<file path="config.mk">
export PLATFORM = sky130hd
export DESIGN_NAME = vpad_stage
export DESIGN_NICKNAME = d
export VERILOG_FILES = /design/src/rtl/vpad_pkg.sv /design/src/rtl/vpad_stage.sv
export SDC_FILE = /design/constraint.sdc
export NUM_CORES = 1
export LEC_CHECK = 0
export BUFFER_PORTS_ARGS = -buffer_cell sky130_fd_sc_hd__clkbuf_2
export CORE_MARGIN = 10
export CORE_UTILIZATION = 30
export CTS_BUF_LIST = sky130_fd_sc_hd__clkbuf_16
export CTS_CLUSTER_SIZE = 28
export DETAILED_ROUTE_END_ITERATION = 10
export SLEW_MARGIN = 15
export SYNTH_ARGS = -nofsm -noshare
export SYNTH_HDL_FRONTEND = slang
export SYNTH_SLANG_ARGS = --single-unit
</file>
<file path="constraint.sdc">
create_clock -name aclk -period 8.85 [get_ports aclk]
set_clock_uncertainty 0.1 [all_clocks]
set_input_delay 1.77 -clock aclk [delete_from_list [all_inputs] [get_ports aclk]]
set_output_delay 1.77 -clock aclk [all_outputs]
set_load 0.005 [all_outputs]
</file>
<file path="src/rtl/vpad_pkg.sv">
`timescale 1ns / 1ps
// vpad_pkg: shared types, widths and the arctangent table of the polar angle pipeline
// no dependencies; imported by every module of the block

package vpad_pkg;

    localparam int COORD_W   = 16;
    localparam int ANGLE_W   = 16;
    localparam int ZFRAC     = 24;
    localparam int PRE_SHIFT = 59 - COORD_W;
    localparam int XY_W      = 62;
    localparam int Z_W       = 33;
    localparam int PHI_W     = 31;
    localparam int TOT_W     = 33;
    localparam int ATAN_W    = 31;
    localparam int MAX_STEPS = 32;
    localparam int IDX_W     = $clog2(MAX_STEPS);

    localparam logic [TOT_W-1:0] DEG90_Q24  = TOT_W'(90) << ZFRAC;
    localparam logic [TOT_W-1:0] DEG180_Q24 = TOT_W'(180) << ZFRAC;
    localparam logic [TOT_W-1:0] DEG360_Q24 = TOT_W'(360) << ZFRAC;

    typedef struct packed {
        logic signed [COORD_W-1:0] x_coord;
        logic signed [COORD_W-1:0] y_coord;
    } vpad_in_t;

    typedef struct packed {
        logic [ANGLE_W-1:0] angle_deg;
        logic               at_origin;
    } vpad_out_t;

    typedef struct packed {
        logic at_origin;
        logic x_zero;
        logic y_zero;
        logic x_neg;
        logic y_neg;
    } vpad_quad_t;

    typedef struct packed {
        vpad_quad_t             quad;
        logic signed [XY_W-1:0] px;
        logic signed [XY_W-1:0] py;
        logic signed [Z_W-1:0]  z;
    } vpad_rot_t;

    // atan(2^-i) in degrees, 24 fraction bits
    function automatic logic [ATAN_W-1:0] atan_deg(input logic [IDX_W-1:0] idx);
        logic [ATAN_W-1:0] v;
        case (idx)
            5'd0:    v = 31'd754974720;
            5'd1:    v = 31'd445687602;
            5'd2:    v = 31'd235489088;
            5'd3:    v = 31'd119537938;
            5'd4:    v = 31'd60000934;
            5'd5:    v = 31'd30029717;
            5'd6:    v = 31'd15018523;
            5'd7:    v = 31'd7509720;
            5'd8:    v = 31'd3754917;
            5'd9:    v = 31'd1877466;
            5'd10:   v = 31'd938734;
            5'd11:   v = 31'd469367;
            5'd12:   v = 31'd234684;
            5'd13:   v = 31'd117342;
            5'd14:   v = 31'd58671;
            5'd15:   v = 31'd29335;
            5'd16:   v = 31'd14668;
            5'd17:   v = 31'd7334;
            5'd18:   v = 31'd3667;
            5'd19:   v = 31'd1833;
            5'd20:   v = 31'd917;
            5'd21:   v = 31'd458;
            5'd22:   v = 31'd229;
            5'd23:   v = 31'd115;
            5'd24:   v = 31'd57;
            5'd25:   v = 31'd29;
            5'd26:   v = 31'd14;
            5'd27:   v = 31'd7;
            5'd28:   v = 31'd4;
            5'd29:   v = 31'd2;
            5'd30:   v = 31'd1;
            default: v = 31'd0;
        endcase
        return v;
    endfunction

endpackage

</file>
<file path="src/rtl/vpad_stage.sv">
`timescale 1ns / 1ps
// vpad_stage: one registered cordic vectoring micro-rotation
// depends on vpad_pkg

module vpad_stage #(
    parameter int STEP_IDX = 0
) (
    input  logic                aclk,
    input  logic                aresetn,
    input  logic                in_valid,
    output logic                in_ready,
    input  vpad_pkg::vpad_rot_t in_data,
    output logic                out_valid,
    input  logic                out_ready,
    output vpad_pkg::vpad_rot_t out_data
);
    import vpad_pkg::*;

    localparam logic [IDX_W-1:0] IDX = IDX_W'(STEP_IDX);

    logic                   valid_reg;
    vpad_rot_t              data_reg;
    vpad_rot_t              data_next;
    logic signed [XY_W-1:0] dx;
    logic signed [XY_W-1:0] dy;
    logic signed [Z_W-1:0]  step_z;

    assign in_ready  = !valid_reg || out_ready;
    assign out_valid = valid_reg;
    assign out_data  = data_reg;

    always_comb begin
        dx     = in_data.py >>> STEP_IDX;
        dy     = in_data.px >>> STEP_IDX;
        step_z = Z_W'(atan_deg(IDX));
        data_next      = in_data;
        if (!in_data.py[XY_W-1]) begin
            data_next.px = in_data.px + dx;
            data_next.py = in_data.py - dy;
            data_next.z  = in_data.z + step_z;
        end else begin
            data_next.px = in_data.px - dx;
            data_next.py = in_data.py + dy;
            data_next.z  = in_data.z - step_z;
        end
    end

    always_ff @(posedge aclk) begin
        if (!aresetn) begin
            valid_reg <= 1'b0;
        end else if (in_ready) begin
            valid_reg <= in_valid;
        end
    end

    always_ff @(posedge aclk) begin
        if (in_ready && in_valid) begin
            data_reg <= data_next;
        end
    end

endmodule

</file>
==> qor.yml <==
status:
  status: "complete, no violations"
detailed_routing:
  drt_pre_antenna_iters: 5
  vias_per_cell: 5.49
  drtIter0Drc: 1487
  antenna_left: 0
  top_layer_used: "met4"
  wl_met3_microns: 5190
  wirelength_microns: 72800
  m1WireLength_microns: 31700
  route.detailed.drc: 0
  vias: 17000
  wl_met2_microns: 34700
  wl_per_cell_microns: 23.5
cells_and_area:
  fillers: 5992
  layout-drive-gt1-share: 0.170
  syn_to_final_growth_pct: 16.8
  final_util: 0.353
  layout.nets: 2702
  finalNonFillerCells: 3096
grt:
  grt_util_all_layers: 0.211
  grt_pass1_vias: 17000
  overflow: 0
  grt_pass1_wl_microns: 108000
  grt_antenna_before_repair: 1
  grt_max_degree: 70
power_and_ir_drop:
  p_total_mw: 2.93
  powerDensity_mw_per_mm2: 148
  clock_power_share: 0.252
  switching_power_mw: 1.15
  switching_share: 0.394
  p_leak_nw: 8.73
  combinationalPowerShare: 0.400
  p_seq_frac: 0.349
  ir_drop_uv: 163
  intPower_mw: 1.78
logic_synthesis:
  syn_nets: 2439
  ys_warn_count: 0
  ys_seq_area_frac: 0.285
  synth.area.top_cells: "edfxtp_1, ha_1, a21oi_1, xnor2_1, inv_1"
  ys.flop_type: "edfxtp_1"
  synth-seq-cells: 162
  synth_top_area_share: 0.284
  yosysTopAreaCell: "edfxtp_1"
  synth-edff-count: 161
  ys_types: 77
  synth_area_sq_mm: 0.0170
  synth_area_per_cell_sq_um: 8.25
  synthArstFlopShare: 0
  postSynthCellCount: 2063
clocking:
  clock_path_buffers: 2
  insertion_delay_ns: 0.48
  cts.repair.resized: 0
  postCtsSetupRepairBufs: 0
  cts_buffers: 17
  htreeDepth: 4
  ctsHoldBuffers: 0
  cts.sinks: 162
  cts_tree: "yes"
  path_clk_slew_ns: 0.07
  clock-root-buffer: "clkbuf_16"
timing:
  clock.fmax_ghz: 0.165
  setup_viol: 0
  whs_ns: 0.469
  fin_setup_tns_ns: 0
  slew_viol_final: 0
  finalHoldViolCount: 0
  maxSlewHeadroom: 0.294
  layout_min_cycle_time_ns: 6.05
  tightest_slew_ns: 1.06
  rsz0062_at_grt: "no"
  post-route-period-util: 0.683
die:
  die_x_microns: 258
  dieArea_sq_mm: 0.0666
  rows: 87
  start_util: 0.302
  die_y_microns: 258
  ioPinCount: 330
  coreArea_sq_mm: 0.0563
critical_path:
  start_kind: "input port"
  crit_fanout: 15
  path_class: "in2reg"
  cp-end-kind: "flop"
  r2r_start: "out_valid"
  arrival_ns: 6.17
  crit_start: "in_data[71]"
  cp_data_required_time_ns: 8.98
placed_design:
  placedCellCount: 3063
  dp_hpwl_microns: 60000
  gp_congestion: 0.947
  port_buffers: 329
hold_path:
  min_path_type: "reg2reg"
  hp-start: "out_valid"
flow_run:
  drv_cap: 0
==> cell families (layout without fill, tap and decap cells) <==
kind of cell | count (synthesis) | after routing | share of synthesized area
AO/OA/AOI/OAI | 725 | 725 | 0.268
other | 0 | 1 | 0
buffers and inverters | 302 | 578 | 0.0672
XOR/XNOR | 125 | 125 | 0.0643
multiplexers | 26 | 26 | 0.0153
flip-flops | 162 | 162 | 0.285
adder cells (fa/ha/maj) | 210 | 210 | 0.156
AND/OR/NAND/NOR | 513 | 513 | 0.143
==> layout by cell type (no fill, tap or decap), drive strengths merged, types with 7 or more instances in the layout <==
cell / instances
a211o: 7
a211oi: 18
a21boi: 8
a21o: 53
a21oi: 259
a221oi: 12
a31oi: 14
and2: 8
and3: 13
buf: 9
clkbuf: 345
clkinv: 7
edfxtp: 161
ha: 206
inv: 211
mux2i: 26
nand2: 116
nand2b: 15
nand3: 29
nand4: 37
nor2: 169
nor2b: 20
nor3: 46
nor4: 25
o211ai: 23
o21a: 20
o21ai: 150
o21bai: 55
o31a: 8
o31ai: 32
or2: 11
or3: 8
xnor2: 111
xor2: 14
==> area by class of cell <==
class                   count  area, sq um  area share
multi-input cells        1599        11000       0.554
well taps                 756          946      0.0476
repair buffers            337         1710      0.0860
flip-flops and latches    162         4850       0.244
inverters                 209          785      0.0395
clock buffers              17          425      0.0214
diodes                      1         2.50    0.000126
clock inverters            15          131     0.00661
==> critical path, stage by stage <==
cell	delay (ns)
clkbuf_2	0.12
inv_1	0.07
ha_1	0.53
nor4_1	0.96
and3_1	0.38
nand3_1	0.17
a311oi_1	0.53
nor3_1	0.24
o21bai_1	0.48
a21oi_1	0.28
o311ai_0	0.51
xnor2_1	0.13
==> registers in the layout, summed over array words and instances (netlist names) <==
register,flops
out_data,161
out_valid,1
==> through the flow <==
| stage | worst slack (ns) | cell area (sq um) |
|---|---|---|
| 2_1_floorplan | 2.60 | 17000 |
| 3_3_place_gp | 2.41 | 19300 |
| 3_5_place_dp | 2.42 | 19300 |
| 4_1_cts | 2.94 | 19900 |
| 5_1_grt | 2.73 | 19900 |
| 6_report | 2.80 | 19900 |
==> final timing paths <==
kind                    to  slack (ns)  cells after the start
max           out_data[90]        2.80                     12
min reg2reg      out_valid        0.47                      2
min              out_valid        0.47                      2
max reg2reg  out_data[154]        6.62                      3
==> synthesized netlist by cell type (all sizes together) (46+ instances only) <==
cell type  instances
a21oi            259
ha               206
inv              204
nor2             169
edfxtp           161
o21ai            150
nand2            116
xnor2            111
clkbuf            73
o21bai            55
a21o              53
nor3              46
==> power by group through the flow <==
stage                     combinational [mW]  sequential [mW]  clock, mW
after floorplan                        0.677             1.04          0
after global placement                  1.15             1.04          0
after detailed placement                1.15             1.04          0
after CTS                               1.16             1.02      0.764
after global routing                    1.27             1.03      0.787
final                                   1.17             1.02      0.738
==> routing by layer <==
layer,vias to the layer above,track usage
met3,65,0.0436
met1,8218,0.272
met4,0,0.0551
met5,-,0
li1,7972,-
met2,728,0.353
Power figures use the tool's default switching activity.
