File: config.mk
export PLATFORM = sky130hd
export DESIGN_NAME = vpad_prep
export DESIGN_NICKNAME = d
export VERILOG_FILES = /design/src/rtl/vpad_pkg.sv /design/src/rtl/vpad_prep.sv
export SDC_FILE = /design/constraint.sdc
export NUM_CORES = 1
export LEC_CHECK = 0
export ABC_AREA = 1
export BUFFER_PORTS_ARGS = -buffer_cell sky130_fd_sc_hd__buf_2
export CAP_MARGIN = 20
export CORE_MARGIN = 2
export CORE_UTILIZATION = 40
export DETAILED_ROUTE_END_ITERATION = 6
export PLACE_DENSITY = 0.76
export REMOVE_ABC_BUFFERS = 1
export SLEW_MARGIN = 5
export SYNTH_ARGS = -nofsm -noshare
export SYNTH_HDL_FRONTEND = slang
export SYNTH_SLANG_ARGS = --single-unit
export TNS_END_PERCENT = 5
File: constraint.sdc
create_clock -name aclk -period 6.5 [get_ports aclk]
set_input_delay 0.65 -clock aclk [delete_from_list [all_inputs] [get_ports aclk]]
set_output_delay 0.65 -clock aclk [all_outputs]
set_load 0.02 [all_outputs]
File: src/rtl/vpad_pkg.sv
`timescale 1ns / 1ps
// vpad_pkg: shared types, widths and the arctangent table of the polar angle pipeline
// no dependencies; imported by every module of the block

package vpad_pkg;

    localparam int COORD_W   = 16;
    localparam int ANGLE_W   = 16;
    localparam int ZFRAC     = 24;
    localparam int PRE_SHIFT = 59 - COORD_W;
    localparam int XY_W      = 62;
    localparam int Z_W       = 33;
    localparam int PHI_W     = 31;
    localparam int TOT_W     = 33;
    localparam int ATAN_W    = 31;
    localparam int MAX_STEPS = 32;
    localparam int IDX_W     = $clog2(MAX_STEPS);

    localparam logic [TOT_W-1:0] DEG90_Q24  = TOT_W'(90) << ZFRAC;
    localparam logic [TOT_W-1:0] DEG180_Q24 = TOT_W'(180) << ZFRAC;
    localparam logic [TOT_W-1:0] DEG360_Q24 = TOT_W'(360) << ZFRAC;

    typedef struct packed {
        logic signed [COORD_W-1:0] x_coord;
        logic signed [COORD_W-1:0] y_coord;
    } vpad_in_t;

    typedef struct packed {
        logic [ANGLE_W-1:0] angle_deg;
        logic               at_origin;
    } vpad_out_t;

    typedef struct packed {
        logic at_origin;
        logic x_zero;
        logic y_zero;
        logic x_neg;
        logic y_neg;
    } vpad_quad_t;

    typedef struct packed {
        vpad_quad_t             quad;
        logic signed [XY_W-1:0] px;
        logic signed [XY_W-1:0] py;
        logic signed [Z_W-1:0]  z;
    } vpad_rot_t;

    // atan(2^-i) in degrees, 24 fraction bits
    function automatic logic [ATAN_W-1:0] atan_deg(input logic [IDX_W-1:0] idx);
        logic [ATAN_W-1:0] v;
        case (idx)
            5'd0:    v = 31'd754974720;
            5'd1:    v = 31'd445687602;
            5'd2:    v = 31'd235489088;
            5'd3:    v = 31'd119537938;
            5'd4:    v = 31'd60000934;
            5'd5:    v = 31'd30029717;
            5'd6:    v = 31'd15018523;
            5'd7:    v = 31'd7509720;
            5'd8:    v = 31'd3754917;
            5'd9:    v = 31'd1877466;
            5'd10:   v = 31'd938734;
            5'd11:   v = 31'd469367;
            5'd12:   v = 31'd234684;
            5'd13:   v = 31'd117342;
            5'd14:   v = 31'd58671;
            5'd15:   v = 31'd29335;
            5'd16:   v = 31'd14668;
            5'd17:   v = 31'd7334;
            5'd18:   v = 31'd3667;
            5'd19:   v = 31'd1833;
            5'd20:   v = 31'd917;
            5'd21:   v = 31'd458;
            5'd22:   v = 31'd229;
            5'd23:   v = 31'd115;
            5'd24:   v = 31'd57;
            5'd25:   v = 31'd29;
            5'd26:   v = 31'd14;
            5'd27:   v = 31'd7;
            5'd28:   v = 31'd4;
            5'd29:   v = 31'd2;
            5'd30:   v = 31'd1;
            default: v = 31'd0;
        endcase
        return v;
    endfunction

endpackage

File: src/rtl/vpad_prep.sv
`timescale 1ns / 1ps
// vpad_prep: input register stage, folds the vector into the first quadrant
// depends on vpad_pkg

module vpad_prep (
    input  logic                aclk,
    input  logic                aresetn,
    input  logic                in_valid,
    output logic                in_ready,
    input  vpad_pkg::vpad_in_t  in_data,
    output logic                out_valid,
    input  logic                out_ready,
    output vpad_pkg::vpad_rot_t out_data
);
    import vpad_pkg::*;

    logic                   valid_reg;
    vpad_rot_t              data_reg;
    vpad_rot_t              data_next;
    logic signed [COORD_W:0] x_ext;
    logic signed [COORD_W:0] y_ext;
    logic signed [COORD_W:0] x_abs;
    logic signed [COORD_W:0] y_abs;

    assign in_ready  = !valid_reg || out_ready;
    assign out_valid = valid_reg;
    assign out_data  = data_reg;

    always_comb begin
        x_ext = {in_data.x_coord[COORD_W-1], in_data.x_coord};
        y_ext = {in_data.y_coord[COORD_W-1], in_data.y_coord};
        x_abs = x_ext[COORD_W] ? -x_ext : x_ext;
        y_abs = y_ext[COORD_W] ? -y_ext : y_ext;

        data_next.quad.x_zero    = (in_data.x_coord == '0);
        data_next.quad.y_zero    = (in_data.y_coord == '0);
        data_next.quad.at_origin = data_next.quad.x_zero && data_next.quad.y_zero;
        data_next.quad.x_neg     = in_data.x_coord[COORD_W-1];
        data_next.quad.y_neg     = in_data.y_coord[COORD_W-1];
        data_next.px = {{(XY_W-COORD_W-1){1'b0}}, x_abs} <<< PRE_SHIFT;
        data_next.py = {{(XY_W-COORD_W-1){1'b0}}, y_abs} <<< PRE_SHIFT;
        data_next.z  = '0;
    end

    always_ff @(posedge aclk) begin
        if (!aresetn) begin
            valid_reg <= 1'b0;
        end else if (in_ready) begin
            valid_reg <= in_valid;
        end
    end

    always_ff @(posedge aclk) begin
        if (in_ready && in_valid) begin
            data_reg <= data_next;
        end
    end

endmodule

==> results of run 1 <==
==> layout by cell type, fill, tap and decap left out, types with 5 or more instances in the layout <==
| cell type | instances |
|---|---|
| xor2_1 | 12 |
| o21ai_0 | 9 |
| buf_2 | 76 |
| inv_1 | 34 |
| clkbuf_8 | 5 |
| conb_1 | 125 |
| nor2_1 | 24 |
| nand2_2 | 7 |
| nand2_1 | 70 |
| edfxtp_1 | 39 |
| nand3_1 | 14 |
| inv_2 | 5 |
==> cell families after synthesis <==
logic type                 after synthesis  synth area share (%)
and+or+nand+nor                        128                  18.4
other                                    1                 0.121
AOI/OAI and AO/OA                       15                  2.87
adders and majority gates                2                 0.809
DFF                                     40                  38.5
buffers and inverters                  166                  35.3
xor gates and xnor gates                14                  3.96
==> stage by stage <==
stage	util [%]	setup WS, ns	power (W)	instance area, um^2
6_report	42.8	4.78	0.000675	3260
5_1_grt	42.8	4.75	0.000706	3260
4_1_cts	42.6	4.67	0.000679	3240
3_5_place_dp	41.2	4.36	0.000488	3130
3_3_place_gp	41.2	4.40	0.000485	3130
2_1_floorplan	-	3.45	0.000444	2610
==> registers in the layout (all words and copies together), names as in the netlist <==
| register | cells |
|---|---|
| out_valid | 1 |
| out_data | 39 |
==> worst max path at each step <==
stage,startpoint,end,slack [ns],depth (start not counted)
2_1_floorplan,in_valid,out_data[138],3.45,2
3_3_place_gp,out_ready,out_data[146],4.40,3
3_5_place_dp,out_ready,out_data[84],4.36,3
4_1_cts,out_ready,out_data[90],4.67,3
5_1_grt,out_ready,in_ready,4.75,4
6_report,out_ready,in_ready,4.78,4
==> routing by layer <==
metal | part of all wire [%] | vias to the layer above
met4 | 1.0 | 0
met3 | 14 | 6
met2 | 50 | 133
met1 | 35 | 937
met5 | 0 | -
li1 | - | 1058
==> power by group through the flow <==
stage,combinational [W],sequential [W],clock [W]
6_report,0.000174,0.000311,0.000190
5_1_grt,0.000189,0.000312,0.000205
4_1_cts,0.000171,0.000311,0.000197
3_5_place_dp,0.000171,0.000317,0
3_3_place_gp,0.000169,0.000317,0
2_1_floorplan,0.000102,0.000342,0
==> worst max-delay path, cell delays in order <==
cell	delay, ns
buf_2	0.10
inv_1	0.10
nand2_1	0.07
buf_2	0.16
==> final cells by class <==
type | instances | area [um^2] | share of cell area [%]
multi-input combinational | 284 | 1290 | 39.5
sequential | 40 | 1190 | 36.6
timing repair buffer | 77 | 400 | 12.3
inverter | 39 | 146 | 4.49
tap | 102 | 128 | 3.92
clock buffer | 5 | 68.8 | 2.11
clock inverter | 3 | 37.5 | 1.15
==> summary.txt, run 1 <==
Clocking
  • Clock Tree Buf Depth: 2
  • CTS tree: yes
  • PostCTS Resize Cnt: 0
  • Number of buffers added for setup after CTS: 0
  • CTS Buf Count: 5
  • Clk Latency, worst-skew pair: 0.28 ns
  • Clock root cell: clkbuf_8
  • CTS H-tree depth: 2
  • Cts hold-fix bufs: 0
  • CTS Sinks: 40
  • Worst-path clk slew: 0.07 ns

GRT
  • First-pass GRT wire length: 7.63 mm
  • Met1 usage: 12.2%
  • Busiest grt layer: met2
  • Global routing met2 resource utilization: 20.5%
  • GRT Total Usage: 11.5%
  • Pin count of the biggest net entering global routing: 40
  • Number of global-route vias before repair: 1708
  • GR Util met3: 4.44%
  • Antenna violations before repair: 0
  • GRT overflow: 0

Power and ir drop
  • Sequential share of power: 46.0%
  • Leak: 1.77 nW
  • Internal power: 0.000456 W
  • Combinational share of power: 25.8%
  • Sw Ratio: 32.5%
  • Clk pwr share: 28.1%
  • Max VDD drop: 0.0929 mV
  • Power density over the cells: 207 nW/um^2
  • Sw Pwr: 0.000219 W

Worst hold path
  • Hold Crit Depth: 2
  • Worst hold endpoint: out_valid
  • Worst Hold Launch: out_valid
  • Min-delay worst type: flop to flop

Synthesis
  • Post-synth top cells: 124 x buf_4, 70 x nand2_1, 39 x edfxtp_1
  • Top-count cell post-synth: buf_4
  • Flops & latches, synth: 40
  • Avg Cell Area, Syn: 8.45 um^2
  • Post-Syn Instances: 366
  • Sequential share of the synthesized area: 38.5%
  • Commonest register cell after synthesis: edfxtp_1
  • Synth Cell Area: 3090 um^2
  • Synth cell types: 25
  • Synth warn: 0
  • Ranking of synthesized cells by area: edfxtp_1 38%, buf_4 30%, nand2_1 8.5%
  • Yosys top cell by area: edfxtp_1
  • Post-synth EDFFs: 39
  • Async S/R FF share, synth: 0%
  • Synth top area share: 37.9%

Die
  • Starting Density: 40.7%
  • Top Ports: 200
  • Site Rows: 32
  • Core area: 7610 um^2
  • Die width: 91.9 um
  • Die area: 8450 um^2
  • Die span in y: 91.9 um

Setup path
  • Reg-to-Reg Start: out_valid
  • WP data required: 5.85 ns
  • Crit path capture type: output port
  • R2R Path End: out_data[84]
  • Setup CP Type: primary input to output port
  • Crit start category: primary input
  • R2R depth: 2
  • Critical path arrival: 1.07 ns
  • Flop2flop setup slack: 5.27 ns
  • Crit Path Max Fanout: 2

Timing
  • Final setup skew: 0.00487 ns
  • Final worst path period need: 1.72 ns
  • Fmax: 0.582 GHz
  • Hold Slack: 0.544 ns
  • Setup violations, final: 0
  • Final setup TNS: 0 ns
  • RSZ-0062 raised after global routing: false
  • Fin. max-slew vios: 0
  • Final Hold Fails: 0
  • Crit share post-route: 26.4%

Placement
  • Port Buffers: 76
  • DP Wirelength: 4.43 mm
  • Post-placement cell count: 541
  • GPL Wtd Cong: 0.886

Final layout
  • Antenna fix cells: 0
  • Fraction of layout cells with a size suffix above 1: 23.4%
  • Final nets: 485
  • Synth-to-Final Area Change: 5.34%
  • # fillers: 746
  • Non-Filler Instances: 550

Route
  • Routed Antenna Nets: 0
  • DR iter-0 viols: 61
  • Via count: 2134
  • Drt via density: 3.88
  • DRT Pass-1 Iters: 4
  • WL/cell: 9.60 um
  • Drt drc: 0
  • Routed wire length: 5.28 mm

Job
  • Max-cap violations: 0

Status
  • Status: complete, no violations
(Power assumes the default switching activity.)
==> inputs of run 2 (changes only) <==
==> constraint.sdc (replaced) <==
create_clock -name aclk -period 1.6 [get_ports aclk]
set_input_delay 0.16 -clock aclk [delete_from_list [all_inputs] [get_ports aclk]]
set_output_delay 0.16 -clock aclk [all_outputs]
set_load 0.02 [all_outputs]
==> run 2 against run 1 <==
Flip-flop and latch count stayed put. Sequential share of layout area is 0.27 points higher. Via count is 0.42% lower. Worst hold slack worse by 0.48 ns. Combinational power grew to 4.1 times the previous value. Sequential power grew to 4.1 times the previous value. Global-route usage is 0.36 points higher. Critical path type is now flop to output port. Critical endpoint unchanged. Largest cell class unchanged. Largest power group unchanged.
==> summary.txt, run 2 (synthesis results as in run 1) <==
Setup path
  • Setup CP Type: flop to output port
  • Max stage delay on crit path: 0.40 ns (+0.24 ns)
  • Slowest stage cell, crit path: dfxtp_1
  • Critical path arrival: 0.93 ns (-0.14 ns)
  • Flop2flop setup slack: 0.52 ns (-4.75 ns)
  • Crit path cell chain: nand2_1, buf_2
  • WP buf/inv: 1 (-2)
  • Crit start category: flop
  • WP data required: 1.44 ns (-4.41 ns)
  • Crit Path Max Fanout: 3 (+1)
  • Crit path capture type: output port
  • Crit path max-delay family: flip-flops

GRT
  • GRT Total Usage: 11.9% (+0.36 points)
  • First-pass GRT wire length: 7.86 mm (+3.0%)
  • GRT overflow: 0 (unchanged)
  • Antenna violations before repair: 0 (unchanged)
  • Number of global-route vias before repair: 1717 (+0.53%)
  • Pin count of the biggest net entering global routing: 40 (unchanged)

Clocking
  • CTS Buf Count: 5 (unchanged)
  • Cts hold-fix bufs: 0 (unchanged)
  • PostCTS Resize Cnt: 0 (unchanged)
  • CTS H-tree depth: 2 (unchanged)
  • CTS tree: yes
  • Clock Tree Buf Depth: 2 (unchanged)
  • Number of buffers added for setup after CTS: 0 (unchanged)
  • Worst-path clk slew: 0.08 ns (about the same)
  • Clock root cell: clkbuf_8
  • CTS Sinks: 40 (unchanged)
  • Clk Latency, worst-skew pair: 0.29 ns (about the same)

Route
  • WL/cell: 9.72 um (+1.3%)
  • Routed Antenna Nets: 0 (unchanged)
  • DR iter-0 viols: 65 (+6.6%)
  • Routed wire length: 5.35 mm (+1.3%)
  • DRT Pass-1 Iters: 4 (unchanged)
  • Via count: 2125 (-0.42%)
  • Drt via density: 3.86 (-0.42%)
  • Drt drc: 0 (unchanged)

Placement
  • GPL Wtd Cong: 0.852 (-3.9%)
  • DP Wirelength: 4.48 mm (+0.99%)
  • Port Buffers: 76 (unchanged)
  • Post-Place Cell Area: 3150 um^2 (+0.64%)
  • Worst slack, placed: 0.309 ns (-4.05 ns)

Final layout
  • Synth-to-Final Area Change: 4.57%
  • Commonest non-fill, non-tap cell in the layout: conb_1
  • Most frequent cells in the layout: 125 x conb_1, 76 x buf_2, 70 x nand2_1
  • Post-route cell area: 3230 um^2 (-0.73%)
  • Antenna fix cells: 0 (unchanged)
  • Fraction of layout cells with a size suffix above 1: 23.7% (+0.22 points)
  • Largest register FFs: 39 (unchanged)
  • Core Util, Final: 42.5% (-0.31 points)
  • Final nets: 485 (unchanged)

Die
  • Top Ports: 200 (unchanged)
  • Die area: 8450 um^2 (unchanged)
  • Starting Density: 40.7% (unchanged)
  • Core area: 7610 um^2 (unchanged)
  • Die span in y: 91.9 um (unchanged)
  • Die width: 91.9 um (unchanged)
  • Site Rows: 32 (unchanged)

Timing
  • Setup violations, final: 0 (unchanged)
  • Fin. max-slew vios: 0 (unchanged)
  • RSZ-0062 raised after global routing: false
  • Final setup skew: 0.00870 ns (+0.00383 ns)
  • Final Hold Fails: 0 (unchanged)
  • Crit share post-route: 68.1%
  • Final setup TNS: 0 ns (unchanged)
  • Final worst path period need: 1.09 ns
  • Fmax: 0.918 GHz
  • Final setup margin: 0.510 ns (-4.27 ns)

Job
  • Max-cap violations: 0 (unchanged)

Status
  • Status: complete, no violations

Power and ir drop
  • Max VDD drop: 0.280 mV (+200%)
  • Leak: 1.77 nW (-0.44%)
  • Power density over the cells: 801 nW/um^2 (+290%)

Worst hold path
  • Min-delay worst type: primary input to flop
==> run 2: path summary, 6_finish.rpt <==
path	startpoint	endpoint	depth (start not counted)
setup / recovery	out_valid	in_ready	2
hold / removal	in_data[16]	out_data[138]	1
setup reg to reg	out_valid	out_data[159]	2
hold reg to reg	out_valid	out_valid	2
==> run 2: metal layers <==
layer	part of all wire [%]	global-route usage [%]	vias to the layer above
li1	-	-	1051
met1	37	12.4	931
met2	49	21.6	134
met3	12	3.94	9
met4	1.9	5.10	0
met5	0	0	-
==> run 2: where the power goes <==
| part | switching [W] | internal, W |
|---|---|---|
| Clock | 0.000325 | 0.000296 |
| Combinational | 0.000559 | 0.000153 |
| Sequential | 0.0000159 | 0.00124 |
==> run 2: through the flow <==
stage | hold WS [ns] | instances | total power, W
2_1_floorplan | 0.259 | 363 | 0.00180
3_3_place_gp | 0.354 | 542 | 0.00198
3_5_place_dp | 0.359 | 542 | 0.00199
4_1_cts | 0.0476 | 550 | 0.00261
5_1_grt | 0.0485 | 550 | 0.00272
6_report | 0.0649 | 550 | 0.00259
==> run 2: area by class of cell <==
| cell class | count | area (um^2) |
|---|---|---|
| inverter | 39 | 146 |
| fill | 745 | 4370 |
| clock buffer | 5 | 68.8 |
| timing repair buffer | 77 | 400 |
| multi-input combinational | 284 | 1290 |
| clock inverter | 3 | 13.8 |
| tap | 102 | 128 |
| sequential | 40 | 1190 |
